===== src/hdl/clock_lock_gap_quality_rater_unit_defines.svh =====
// Assertion macros used by the clock-lock gap quality rater controller.
`ifndef CLOCK_LOCK_GAP_QUALITY_RATER_UNIT_DEFINES_SVH
`define CLOCK_LOCK_GAP_QUALITY_RATER_UNIT_DEFINES_SVH

// Same-cycle implication, sampled on clk and disabled while rst_n is low.
`define CLGQR_ASSERT_NOW(name, ante, cons) \
  name: assert property (@(posedge clk) disable iff (!rst_n) (ante) |-> (cons)) \
    else $error("same-cycle check failed");

// Next-cycle implication, sampled on clk and disabled while rst_n is low.
`define CLGQR_ASSERT_NEXT(name, ante, cons) \
  name: assert property (@(posedge clk) disable iff (!rst_n) (ante) |=> (cons)) \
    else $error("next-cycle check failed");

`endif


===== src/hdl/clgqr_pkg.sv =====
// Package with types, constants and gap range tables of the quality rater.
package clgqr_pkg;

  localparam int TABLE_LEN      = 8;
  localparam int NUM_RANGES_DEF = 8;
  localparam int IDX_W          = 3;
  localparam int CNT_W          = 4;

  localparam int SERIAL_W   = 14;
  localparam int TIME_W     = 44;
  localparam int ERR_W      = 25;
  localparam int QUAL_W     = 7;
  localparam int TOL_W      = 16;
  localparam int GUARD_W    = 16;
  localparam int HIGH_W     = 33;
  localparam int CFG_IDX_W  = 2;
  localparam int CFG_DATA_W = 25;

  localparam logic REQ_LOCK  = 1'b0;
  localparam logic REQ_CLOSE = 1'b1;

  localparam logic [CFG_IDX_W-1:0] CFG_NOLOCK_ERR = 2'd0;
  localparam logic [CFG_IDX_W-1:0] CFG_BACK_TOL   = 2'd1;
  localparam logic [CFG_IDX_W-1:0] CFG_END_GUARD  = 2'd2;

  localparam logic [ERR_W-1:0]   NOLOCK_ERR_RST = 25'd20000000;
  localparam logic [TOL_W-1:0]   BACK_TOL_RST   = 16'd1500;
  localparam logic [GUARD_W-1:0] END_GUARD_RST  = 16'd100;

  typedef enum logic [1:0] {
    ST_IDLE,
    ST_CLASS,
    ST_EMIT,
    ST_JUMP
  } state_t;

  typedef enum logic [1:0] {
    CL_NONE,
    CL_JUMP,
    CL_EMIT
  } cls_t;

  typedef struct packed {
    logic             latch_in;
    logic             classify;
    logic             emit_seg;
    logic             emit_jump;
    logic             finish;
    logic             nolock;
    logic [IDX_W-1:0] seg_idx;
  } ctrl_cmd_t;

  typedef struct packed {
    logic out_free;
    logic seg_last;
    cls_t cls;
  } dp_sts_t;

  // Upper gap limit of each range in milliseconds.
  function automatic logic [HIGH_W-1:0] range_high(input logic [IDX_W-1:0] idx);
    logic [HIGH_W-1:0] v;
    case (idx)
      3'd0: v = 33'd4000000;
      3'd1: v = 33'd7200000;
      3'd2: v = 33'd14400000;
      3'd3: v = 33'd28800000;
      3'd4: v = 33'd86400000;
      3'd5: v = 33'd604800000;
      3'd6: v = 33'd2592000000;
      3'd7: v = 33'd7776000000;
    endcase
    return v;
  endfunction

  // Clock error of each range in microseconds.
  function automatic logic [ERR_W-1:0] range_err(input logic [IDX_W-1:0] idx);
    logic [ERR_W-1:0] v;
    case (idx)
      3'd0: v = 25'd1800;
      3'd1: v = 25'd3600;
      3'd2: v = 25'd7200;
      3'd3: v = 25'd14400;
      3'd4: v = 25'd43200;
      3'd5: v = 25'd302400;
      3'd6: v = 25'd1296000;
      3'd7: v = 25'd3888000;
    endcase
    return v;
  endfunction

  // Timing quality percent of each range.
  function automatic logic [QUAL_W-1:0] range_qual(input logic [IDX_W-1:0] idx);
    logic [QUAL_W-1:0] v;
    case (idx)
      3'd0: v = 7'd100;
      3'd1: v = 7'd80;
      3'd2: v = 7'd60;
      3'd3: v = 7'd40;
      3'd4: v = 7'd20;
      3'd5: v = 7'd10;
      3'd6: v = 7'd5;
      3'd7: v = 7'd5;
    endcase
    return v;
  endfunction

endpackage


===== src/hdl/clock_lock_gap_quality_rater_unit.sv =====
// Clock-lock gap quality rater: splits lock gaps into timing-quality segments.
//
// Requests arrive on the in_ channel (valid/ready): a lock event (type 0) with a
// recorder serial and lock time, or an end-of-data closeout (type 1) with a time.
// Segments leave on the out_ channel (valid/ready), one per handshake, with
// out_last_of_run set on the final segment of a request. A backward jump past the
// tolerance gives one result with out_jump_error and out_last_of_run set, others zero.
// Registers are written through cfg_we/cfg_index/cfg_wdata; the user must write them
// only while the block is idle, as the block itself does not enforce this. A request
// is taken in ST_IDLE and classified in ST_CLASS; requests that give no result then
// free the block. Otherwise one segment leaves per cycle while the receiver accepts,
// up to nine (eight gap ranges and a no-lock segment), all from one segment-step unit.
// in_ready is high only between requests; a waiting result does not block intake.
// When the receiver stalls, the output register holds and segment stepping pauses.
// Synchronous active-low reset clears the tracking state and loads register defaults.
module clock_lock_gap_quality_rater_unit
  import clgqr_pkg::*;
#(
  parameter int NUM_RANGES = NUM_RANGES_DEF
) (
  input  logic                  clk,
  input  logic                  rst_n,
  input  logic                  in_valid,
  output logic                  in_ready,
  input  logic                  in_req_type,
  input  logic [SERIAL_W-1:0]   in_recorder_serial,
  input  logic [TIME_W-1:0]     in_event_time_ms,
  output logic                  out_valid,
  input  logic                  out_ready,
  output logic [SERIAL_W-1:0]   out_unit_serial,
  output logic [TIME_W-1:0]     out_seg_start_ms,
  output logic [TIME_W-1:0]     out_seg_end_ms,
  output logic [ERR_W-1:0]      out_clock_error_us,
  output logic [QUAL_W-1:0]     out_quality_percent,
  output logic                  out_jump_error,
  output logic                  out_last_of_run,
  input  logic                  cfg_we,
  input  logic [CFG_IDX_W-1:0]  cfg_index,
  input  logic [CFG_DATA_W-1:0] cfg_wdata
);

  ctrl_cmd_t cmd;
  dp_sts_t   sts;

  clgqr_ctrl #(
    .NUM_RANGES(NUM_RANGES)
  ) u_ctrl (
    .clk     (clk),
    .rst_n   (rst_n),
    .in_valid(in_valid),
    .in_ready(in_ready),
    .sts     (sts),
    .cmd     (cmd)
  );

  clgqr_dp u_dp (
    .clk                (clk),
    .rst_n              (rst_n),
    .cmd                (cmd),
    .sts                (sts),
    .in_req_type        (in_req_type),
    .in_recorder_serial (in_recorder_serial),
    .in_event_time_ms   (in_event_time_ms),
    .out_ready          (out_ready),
    .out_valid          (out_valid),
    .out_unit_serial    (out_unit_serial),
    .out_seg_start_ms   (out_seg_start_ms),
    .out_seg_end_ms     (out_seg_end_ms),
    .out_clock_error_us (out_clock_error_us),
    .out_quality_percent(out_quality_percent),
    .out_jump_error     (out_jump_error),
    .out_last_of_run    (out_last_of_run),
    .cfg_we             (cfg_we),
    .cfg_index          (cfg_index),
    .cfg_wdata          (cfg_wdata)
  );

endmodule


===== src/hdl/clgqr_dp.sv =====
// Datapath: configuration, tracking state, request classification and result register.
module clgqr_dp
  import clgqr_pkg::*;
(
  input  logic                  clk,
  input  logic                  rst_n,
  input  ctrl_cmd_t             cmd,
  output dp_sts_t               sts,
  input  logic                  in_req_type,
  input  logic [SERIAL_W-1:0]   in_recorder_serial,
  input  logic [TIME_W-1:0]     in_event_time_ms,
  input  logic                  out_ready,
  output logic                  out_valid,
  output logic [SERIAL_W-1:0]   out_unit_serial,
  output logic [TIME_W-1:0]     out_seg_start_ms,
  output logic [TIME_W-1:0]     out_seg_end_ms,
  output logic [ERR_W-1:0]      out_clock_error_us,
  output logic [QUAL_W-1:0]     out_quality_percent,
  output logic                  out_jump_error,
  output logic                  out_last_of_run,
  input  logic                  cfg_we,
  input  logic [CFG_IDX_W-1:0]  cfg_index,
  input  logic [CFG_DATA_W-1:0] cfg_wdata
);

  // Configuration registers.
  logic [ERR_W-1:0]   nolock_err_r;
  logic [TOL_W-1:0]   back_tol_r;
  logic [GUARD_W-1:0] end_guard_r;

  // Latched request.
  logic                req_r;
  logic [SERIAL_W-1:0] serial_in_r;
  logic [TIME_W-1:0]   time_r;

  // Tracking state.
  logic                started_r;
  logic [SERIAL_W-1:0] cur_serial_r;
  logic [TIME_W-1:0]   last_lock_r;
  logic [TIME_W-1:0]   last_end_r;

  // Values prepared during classification for the segment steps.
  logic [TIME_W-1:0]        gap_r;
  logic signed [TIME_W+1:0] time_guard_r;
  logic signed [TIME_W+1:0] lock_guard_r;

  // Result register.
  logic                out_valid_r;
  logic [SERIAL_W-1:0] out_serial_r;
  logic [TIME_W-1:0]   out_start_r;
  logic [TIME_W-1:0]   out_end_r;
  logic [ERR_W-1:0]    out_err_r;
  logic [QUAL_W-1:0]   out_qual_r;
  logic                out_jump_r;
  logic                out_last_r;

  logic                same_serial;
  logic [TIME_W:0]     fwd_diff;
  logic                backward;
  logic [TIME_W-1:0]   back_diff;
  logic                too_back;
  logic                far_gap;
  logic [TIME_W-1:0]   gap_cmb;
  cls_t                cls;

  logic [HIGH_W-1:0]        seg_high;
  logic                     beyond;
  logic [TIME_W-1:0]        seg_tend;
  logic signed [TIME_W+1:0] seg_end_g;
  logic [TIME_W-1:0]        seg_end_fl;
  logic [ERR_W-1:0]         seg_err;
  logic [QUAL_W-1:0]        seg_qual;

  // Classification of the latched request against the tracking state.
  always_comb begin
    same_serial = (serial_in_r == cur_serial_r);
    fwd_diff    = {1'b0, time_r} - {1'b0, last_lock_r};
    backward    = fwd_diff[TIME_W];
    back_diff   = last_lock_r - time_r;
    too_back    = back_diff > TIME_W'(back_tol_r);
    far_gap     = fwd_diff[TIME_W-1:0] > TIME_W'(range_high(IDX_W'(0)));
    gap_cmb     = backward ? '0 : fwd_diff[TIME_W-1:0];
    if (req_r == REQ_CLOSE) begin
      cls = started_r ? CL_EMIT : CL_NONE;
    end else if (!started_r) begin
      cls = CL_NONE;
    end else if (!same_serial) begin
      cls = CL_EMIT;
    end else if (backward) begin
      cls = too_back ? CL_JUMP : CL_NONE;
    end else begin
      cls = far_gap ? CL_EMIT : CL_NONE;
    end
  end

  // Segment end: range limit past last lock or event time; output end is less the guard.
  always_comb begin
    seg_high = range_high(cmd.seg_idx);
    beyond   = !cmd.nolock && (gap_r > TIME_W'(seg_high));
    if (beyond) begin
      seg_tend  = last_lock_r + TIME_W'(seg_high);
      seg_end_g = lock_guard_r + $signed({13'b0, seg_high});
    end else begin
      seg_tend  = time_r;
      seg_end_g = time_guard_r;
    end
    seg_end_fl = (seg_end_g > 0) ? seg_end_g[TIME_W-1:0] : '0;
    seg_err    = cmd.nolock ? nolock_err_r : range_err(cmd.seg_idx);
    seg_qual   = cmd.nolock ? '0 : range_qual(cmd.seg_idx);
  end

  assign sts.out_free = !out_valid_r || out_ready;
  assign sts.seg_last = !beyond;
  assign sts.cls      = cls;

  always_ff @(posedge clk) begin
    if (!rst_n) begin
      nolock_err_r <= NOLOCK_ERR_RST;
      back_tol_r   <= BACK_TOL_RST;
      end_guard_r  <= END_GUARD_RST;
    end else if (cfg_we) begin
      unique case (cfg_index)
        CFG_NOLOCK_ERR: nolock_err_r <= cfg_wdata[ERR_W-1:0];
        CFG_BACK_TOL:   back_tol_r   <= cfg_wdata[TOL_W-1:0];
        CFG_END_GUARD:  end_guard_r  <= cfg_wdata[GUARD_W-1:0];
        default: ;
      endcase
    end
  end

  always_ff @(posedge clk) begin
    if (cmd.latch_in) begin
      req_r       <= in_req_type;
      serial_in_r <= in_recorder_serial;
      time_r      <= in_event_time_ms;
    end
    if (cmd.classify) begin
      gap_r        <= gap_cmb;
      time_guard_r <= $signed({2'b0, time_r}) - $signed({30'b0, end_guard_r});
      lock_guard_r <= $signed({2'b0, last_lock_r}) - $signed({30'b0, end_guard_r});
    end
  end

  always_ff @(posedge clk) begin
    if (!rst_n) begin
      started_r    <= 1'b0;
      cur_serial_r <= '0;
      last_lock_r  <= '0;
      last_end_r   <= '0;
    end else begin
      if (cmd.classify && req_r == REQ_LOCK) begin
        if (!started_r) begin
          // The first lock seeds the state and causes no result.
          started_r    <= 1'b1;
          cur_serial_r <= serial_in_r;
          last_lock_r  <= time_r;
          last_end_r   <= time_r;
        end else if (same_serial && !backward && !far_gap) begin
          last_lock_r <= time_r;
        end
      end
      if (cmd.emit_seg) begin
        last_end_r <= seg_tend;
      end
      // The last segment ends at event time; lock moves lock/serial, close clears started.
      if (cmd.finish) begin
        if (req_r == REQ_CLOSE) begin
          started_r <= 1'b0;
        end else begin
          last_lock_r  <= time_r;
          cur_serial_r <= serial_in_r;
        end
      end
    end
  end

  always_ff @(posedge clk) begin
    if (!rst_n) begin
      out_valid_r <= 1'b0;
    end else if (cmd.emit_seg || cmd.emit_jump) begin
      out_valid_r <= 1'b1;
    end else if (out_ready) begin
      out_valid_r <= 1'b0;
    end
  end

  always_ff @(posedge clk) begin
    if (cmd.emit_jump) begin
      out_serial_r <= '0;
      out_start_r  <= '0;
      out_end_r    <= '0;
      out_err_r    <= '0;
      out_qual_r   <= '0;
      out_jump_r   <= 1'b1;
      out_last_r   <= 1'b1;
    end else if (cmd.emit_seg) begin
      out_serial_r <= cur_serial_r;
      out_start_r  <= last_end_r;
      out_end_r    <= seg_end_fl;
      out_err_r    <= seg_err;
      out_qual_r   <= seg_qual;
      out_jump_r   <= 1'b0;
      out_last_r   <= !beyond;
    end
  end

  assign out_valid           = out_valid_r;
  assign out_unit_serial     = out_serial_r;
  assign out_seg_start_ms    = out_start_r;
  assign out_seg_end_ms      = out_end_r;
  assign out_clock_error_us  = out_err_r;
  assign out_quality_percent = out_qual_r;
  assign out_jump_error      = out_jump_r;
  assign out_last_of_run     = out_last_r;

endmodule


===== src/hdl/clgqr_ctrl.sv =====
// Controller: sequences request intake, classification and the segment steps.
`include "clock_lock_gap_quality_rater_unit_defines.svh"
module clgqr_ctrl
  import clgqr_pkg::*;
#(
  parameter int NUM_RANGES = NUM_RANGES_DEF
) (
  input  logic      clk,
  input  logic      rst_n,
  input  logic      in_valid,
  output logic      in_ready,
  input  dp_sts_t   sts,
  output ctrl_cmd_t cmd
);

  // Ranges beyond the table length are not stepped through.
  localparam int RANGE_CNT = (NUM_RANGES > TABLE_LEN) ? TABLE_LEN : NUM_RANGES;

  state_t           state_r;
  state_t           state_nxt;
  logic [CNT_W-1:0] idx_r;
  logic [CNT_W-1:0] idx_nxt;

  always_ff @(posedge clk) begin
    if (!rst_n) begin
      state_r <= ST_IDLE;
      idx_r   <= '0;
    end else begin
      state_r <= state_nxt;
      idx_r   <= idx_nxt;
    end
  end

  always_comb begin
    state_nxt   = state_r;
    idx_nxt     = idx_r;
    in_ready    = 1'b0;
    cmd         = '0;
    cmd.seg_idx = idx_r[IDX_W-1:0];
    cmd.nolock  = (idx_r == CNT_W'(RANGE_CNT));
    unique case (state_r)
      ST_IDLE: begin
        in_ready     = 1'b1;
        cmd.latch_in = in_valid;
        if (in_valid) begin
          state_nxt = ST_CLASS;
        end
      end
      ST_CLASS: begin
        cmd.classify = 1'b1;
        idx_nxt      = '0;
        unique case (sts.cls)
          CL_JUMP: state_nxt = ST_JUMP;
          CL_EMIT: state_nxt = ST_EMIT;
          default: state_nxt = ST_IDLE;
        endcase
      end
      ST_EMIT: begin
        if (sts.out_free) begin
          cmd.emit_seg = 1'b1;
          if (sts.seg_last) begin
            cmd.finish = 1'b1;
            state_nxt  = ST_IDLE;
          end else begin
            idx_nxt = idx_r + CNT_W'(1);
          end
        end
      end
      ST_JUMP: begin
        if (sts.out_free) begin
          cmd.emit_jump = 1'b1;
          state_nxt     = ST_IDLE;
        end
      end
      default: state_nxt = ST_IDLE;
    endcase
  end

  `CLGQR_ASSERT_NOW(a_emit_into_free_slot, cmd.emit_seg || cmd.emit_jump, sts.out_free)
  `CLGQR_ASSERT_NOW(a_step_within_count, state_r == ST_EMIT, idx_r <= CNT_W'(RANGE_CNT))
  `CLGQR_ASSERT_NEXT(a_quiet_request_returns, state_r == ST_CLASS && sts.cls == CL_NONE, state_r == ST_IDLE)
  `CLGQR_ASSERT_NOW(a_nolock_is_last, state_r == ST_EMIT && cmd.nolock, sts.seg_last)

endmodule

===== config.mk =====
export PLATFORM = sky130hd
export DESIGN_NAME = clock_lock_gap_quality_rater_unit
export DESIGN_NICKNAME = d
export VERILOG_FILES = /design/src/hdl/clgqr_pkg.sv /design/src/hdl/clock_lock_gap_quality_rater_unit.sv /design/src/hdl/clgqr_dp.sv /design/src/hdl/clgqr_ctrl.sv
export VERILOG_INCLUDE_DIRS = /design/src /design/src/hdl
export SDC_FILE = /design/constraint.sdc
export NUM_CORES = 1
export LEC_CHECK = 0
export BUFFER_PORTS_ARGS = -buffer_cell sky130_fd_sc_hd__clkbuf_2
export CAP_MARGIN = 15
export CORE_ASPECT_RATIO = 1.2
export CORE_UTILIZATION = 60
export DETAILED_ROUTE_END_ITERATION = 8
export PLACE_DENSITY = 0.8
export SLEW_MARGIN = 20
export SYNTH_ARGS = -nofsm -noshare
export SYNTH_HDL_FRONTEND = slang
export SYNTH_SLANG_ARGS = --single-unit

===== constraint.sdc =====
create_clock -name clk -period 9.4 [get_ports clk]
set_input_delay 0.94 -clock clk [delete_from_list [all_inputs] [get_ports clk]]
set_output_delay 0.94 -clock clk [all_outputs]
set_load 0.05 [all_outputs]

==> flow_summary.toml <==
[outcome]
status = "complete, no violations"

[worst_setup_path]
r2r_slack_ns = 2.59
timing.rr.start = "u_dp.last_lock_r[1]"
crit_end = "u_ctrl.state_r[1]"
end_kind = "flip-flop"
cp_top_family = "compound AO/OA/AOI/OAI gates"
worstSetupStartpoint = "u_dp.last_lock_r[1]"
cp_max_fo = 7
crit_required_ns = 9.92
cp.depth = 26
critPathMaxStageDelay_ns = 0.62
slowest_stage = "or4b_2"
worstSetupPathType = "flip-flop to flip-flop"
worstPathBufferInverterCount = 1
r2r_cells = 26
start_kind = "flip-flop"
crit_arrival_ns = 7.33
r2r-end = "u_ctrl.state_r[1]"

[synth]
ys_types = 99
synth.net_count = 3825
async_flop_share_pct = 0
ys_seq_area_share_pct = 41.0
ys.flop_type = "dfxtp_1"
syn_area_per_cell_um2 = 8.78
synth_seq_cells = 533
synth_cells = 3499
syn_area_um2 = 30700
yosysWarnings = 0
synth_edf_count = 193

[drt]
num_vias = 26964
wl_per_cell_um = 21.8
routed_wl_um = 94400
via_per_inst = 6.21
drt_iter0_markers = 3024
drcViolationCount = 0
firstDrtPassIters = 7
postRouteAntennaNets = 0

[clocking]
tritoncts = "done"
cts.clk_slew.worst_paths_ns = 0.06
ctsHoldBuffers = 0
cts-resized-gates = 0
root_buffer = "clkbuf_16"
cts_buffers = 53
clk_latency_ns = 0.63
clock_sinks = 533
post_cts_buffers = 0
cts_buffer_depth = 3
htreeDepth = 2

[pwr]
irDropWorstVdd_mv = 0.144
power.leakage_nw = 14.2
powerDensity_nw_per_um2 = 194

[floorplanning]
die_height_um = 250
io_pins = 229
coreArea_um2 = 50400
rows = 90
die_area_um2 = 52100
die-width_um = 209
initial_core_util_pct = 60.9

[sta]
fmax_mhz = 147
fin_setup_tns_ns = 0
clock_skew_ns = 0.0342
timing.final.hold_violations = 0
finalCritPeriodShare_pct = 72.5
worst_slew_pin_slew_ns = 0.987
period_needed_ns = 6.81
max_slew_margin_pct = 34.2
drv_slew = 0
rsz0062_at_grt = "false"
setup_viol = 0
whs_ns = 0.443

[grt]
grt_antenna_before_repair = 1
grt_max_degree = 92
overflow = 0
grt_pass1_wl_um = 144000
grt_pass1_vias = 25121
track_usage_pct = 35.6

[job]
cap_violations = 0

[placed_design]
portBuffers = 228
hpwlAfterDp_um = 71800
place.gp.congestion = 0.999

[finish]
synthToLayoutAreaGrowth_pct = 10.9
regArea_um2 = 12600
multi_input_area_um2 = 16800
fillers = 4215
layout.nets = 3979
drive_above_1_share_pct = 10.9

[hold_path]
hold_path_class = "flip-flop to flip-flop"
==> cell type report <==
type,instances,share of cell area (%)
multi-input cells,2609,49.2
well taps,644,2.36
flip-flops and latches,533,37.0
clock buffers,71,4.55
inverters,201,2.22
repair buffers,255,3.95
diodes,1,0.00734
clock inverters,27,0.753
==> registers in the layout, summed over array words and instances (netlist names), 14 cells and up, named ones only <==
signal / count
u_dp.back_tol_r: 16
u_dp.end_guard_r: 16
u_dp.gap_r: 44
u_dp.last_end_r: 44
u_dp.last_lock_r: 44
u_dp.lock_guard_r: 45
u_dp.nolock_err_r: 25
u_dp.out_clock_error_us: 25
u_dp.out_seg_end_ms: 44
u_dp.out_seg_start_ms: 44
u_dp.out_unit_serial: 14
u_dp.seg_high: 21
u_dp.serial_in_r: 14
u_dp.time_guard_r: 45
u_dp.time_r: 44
==> per-layer routing <==
| layer | wire length (µm) | GRT usage (%) | vias up |
|---|---|---|---|
| li1 | - | - | 12725 |
| met3 | 8630 | 4.84 | 197 |
| met1 | 39900 | 49.7 | 12700 |
| met4 | 4060 | 14.7 | 0 |
| met2 | 41900 | 55.5 | 1342 |
| met5 | 0 | 0 | - |
==> worst min path at each step <==
stage | slack [ns] | cells past startpoint | from | endpoint
6_report | 0.44 | 2 | u_dp.out_jump_error | u_dp.out_jump_error
5_1_grt | 0.46 | 2 | u_dp.out_jump_error | u_dp.out_jump_error
4_1_cts | 0.44 | 2 | u_dp.out_jump_error | u_dp.out_jump_error
3_5_place_dp | 0.43 | 2 | u_dp.out_jump_error | u_dp.out_jump_error
3_3_place_gp | 0.43 | 2 | u_dp.out_jump_error | u_dp.out_jump_error
2_1_floorplan | 0.43 | 2 | u_dp.last_end_r[13] | u_dp.out_seg_start_ms[13]
==> placed cells by master, fill, tap and decap left out, drive strengths merged, types with 36 or more instances in the layout <==
cell,synthesis,routed
nand2,541,541
dfxtp,340,340
a21oi,318,318
clkbuf,114,298
nor2,281,281
ha,229,229
inv,200,205
edfxtp,193,193
o21ai,174,174
xnor2,140,140
a21o,80,80
mux2i,78,78
nand3,62,62
nor3,60,60
xor2,57,57
nand4,53,53
nor2b,39,39
a22oi,36,36
==> cell families (layout without fill, tap and decap cells) <==
logic type | after synthesis | in the layout | synth area share (%)
compound gates | 914 | 914 | 19.1
flops | 533 | 533 | 41.0
simple gates | 1184 | 1184 | 17.3
mux | 79 | 79 | 2.58
other cells | 0 | 1 | 0
xor+xnor | 197 | 197 | 5.62
buf+inv | 357 | 554 | 4.73
fa+ha+maj | 235 | 235 | 9.72
==> synth_stat cells (5+ instances only) <==
cell type	number	area share [%]
a211oi_1	23	0.56
inv_1	199	2.4
and2_1	19	0.39
a211o_1	16	0.46
a31oi_1	30	0.61
o22ai_1	12	0.24
o21bai_1	22	0.54
ha_1	229	9.3
o21a_1	32	0.78
o31ai_1	16	0.39
a21oi_1	317	5.2
nand3_1	61	0.99
a21o_1	80	2.0
o31a_1	5	0.14
fa_1	6	0.39
xnor2_1	140	4.0
buf_2	18	0.29
or3_1	10	0.20
nand2b_1	27	0.55
a31o_2	10	0.29
xor2_1	57	1.6
nor2b_1	39	0.79
and3_1	16	0.33
or4_1	10	0.24
clkbuf_1	114	1.4
o2111ai_1	7	0.20
o221ai_1	5	0.14
nand4_1	53	1.1
mux2i_1	78	2.5
dfxtp_1	340	22
nand2_1	541	6.6
a311oi_1	22	0.63
edfxtp_1	193	19
a22oi_1	36	0.88
o21ai_0	165	2.7
nand3b_1	6	0.15
o21ai_1	9	0.15
o211ai_1	34	0.83
nor4_1	25	0.51
nor2_1	279	3.4
a21boi_0	12	0.29
nor3_1	59	0.96
or2_2	9	0.18
buf_1	16	0.20
a221oi_1	7	0.20
==> worst min-delay path, stage by stage, from the launching register on <==
cell and delay (ns):
dfxtp_1 0.31, nand2_1 0.05, nand2_1 0.04
==> report_power, final <==
part	internal [mW]	switching (mW)	total (mW)	leakage (nW)
Combinational	0.538	1.08	1.62	8.76
Clock	1.23	0.961	2.19	0.892
Sequential	2.65	0.140	2.79	4.60
Total	4.42	2.18	6.60	14.2
==> metrics by stage <==
step	utilization (%)	setup slack, ns	area, µm²	power (mW)	instances
final	67.5	2.59	34100	6.60	4341
after CTS	67.5	2.70	34100	6.58	4340
after global placement	63.9	2.83	32300	4.39	4242
after detailed placement	63.9	2.78	32300	4.41	4242
after floorplan	-	3.92	30700	3.97	3499
after global routing	67.5	2.14	34100	6.84	4341
No activity file was read; power rests on OpenSTA's default activity.
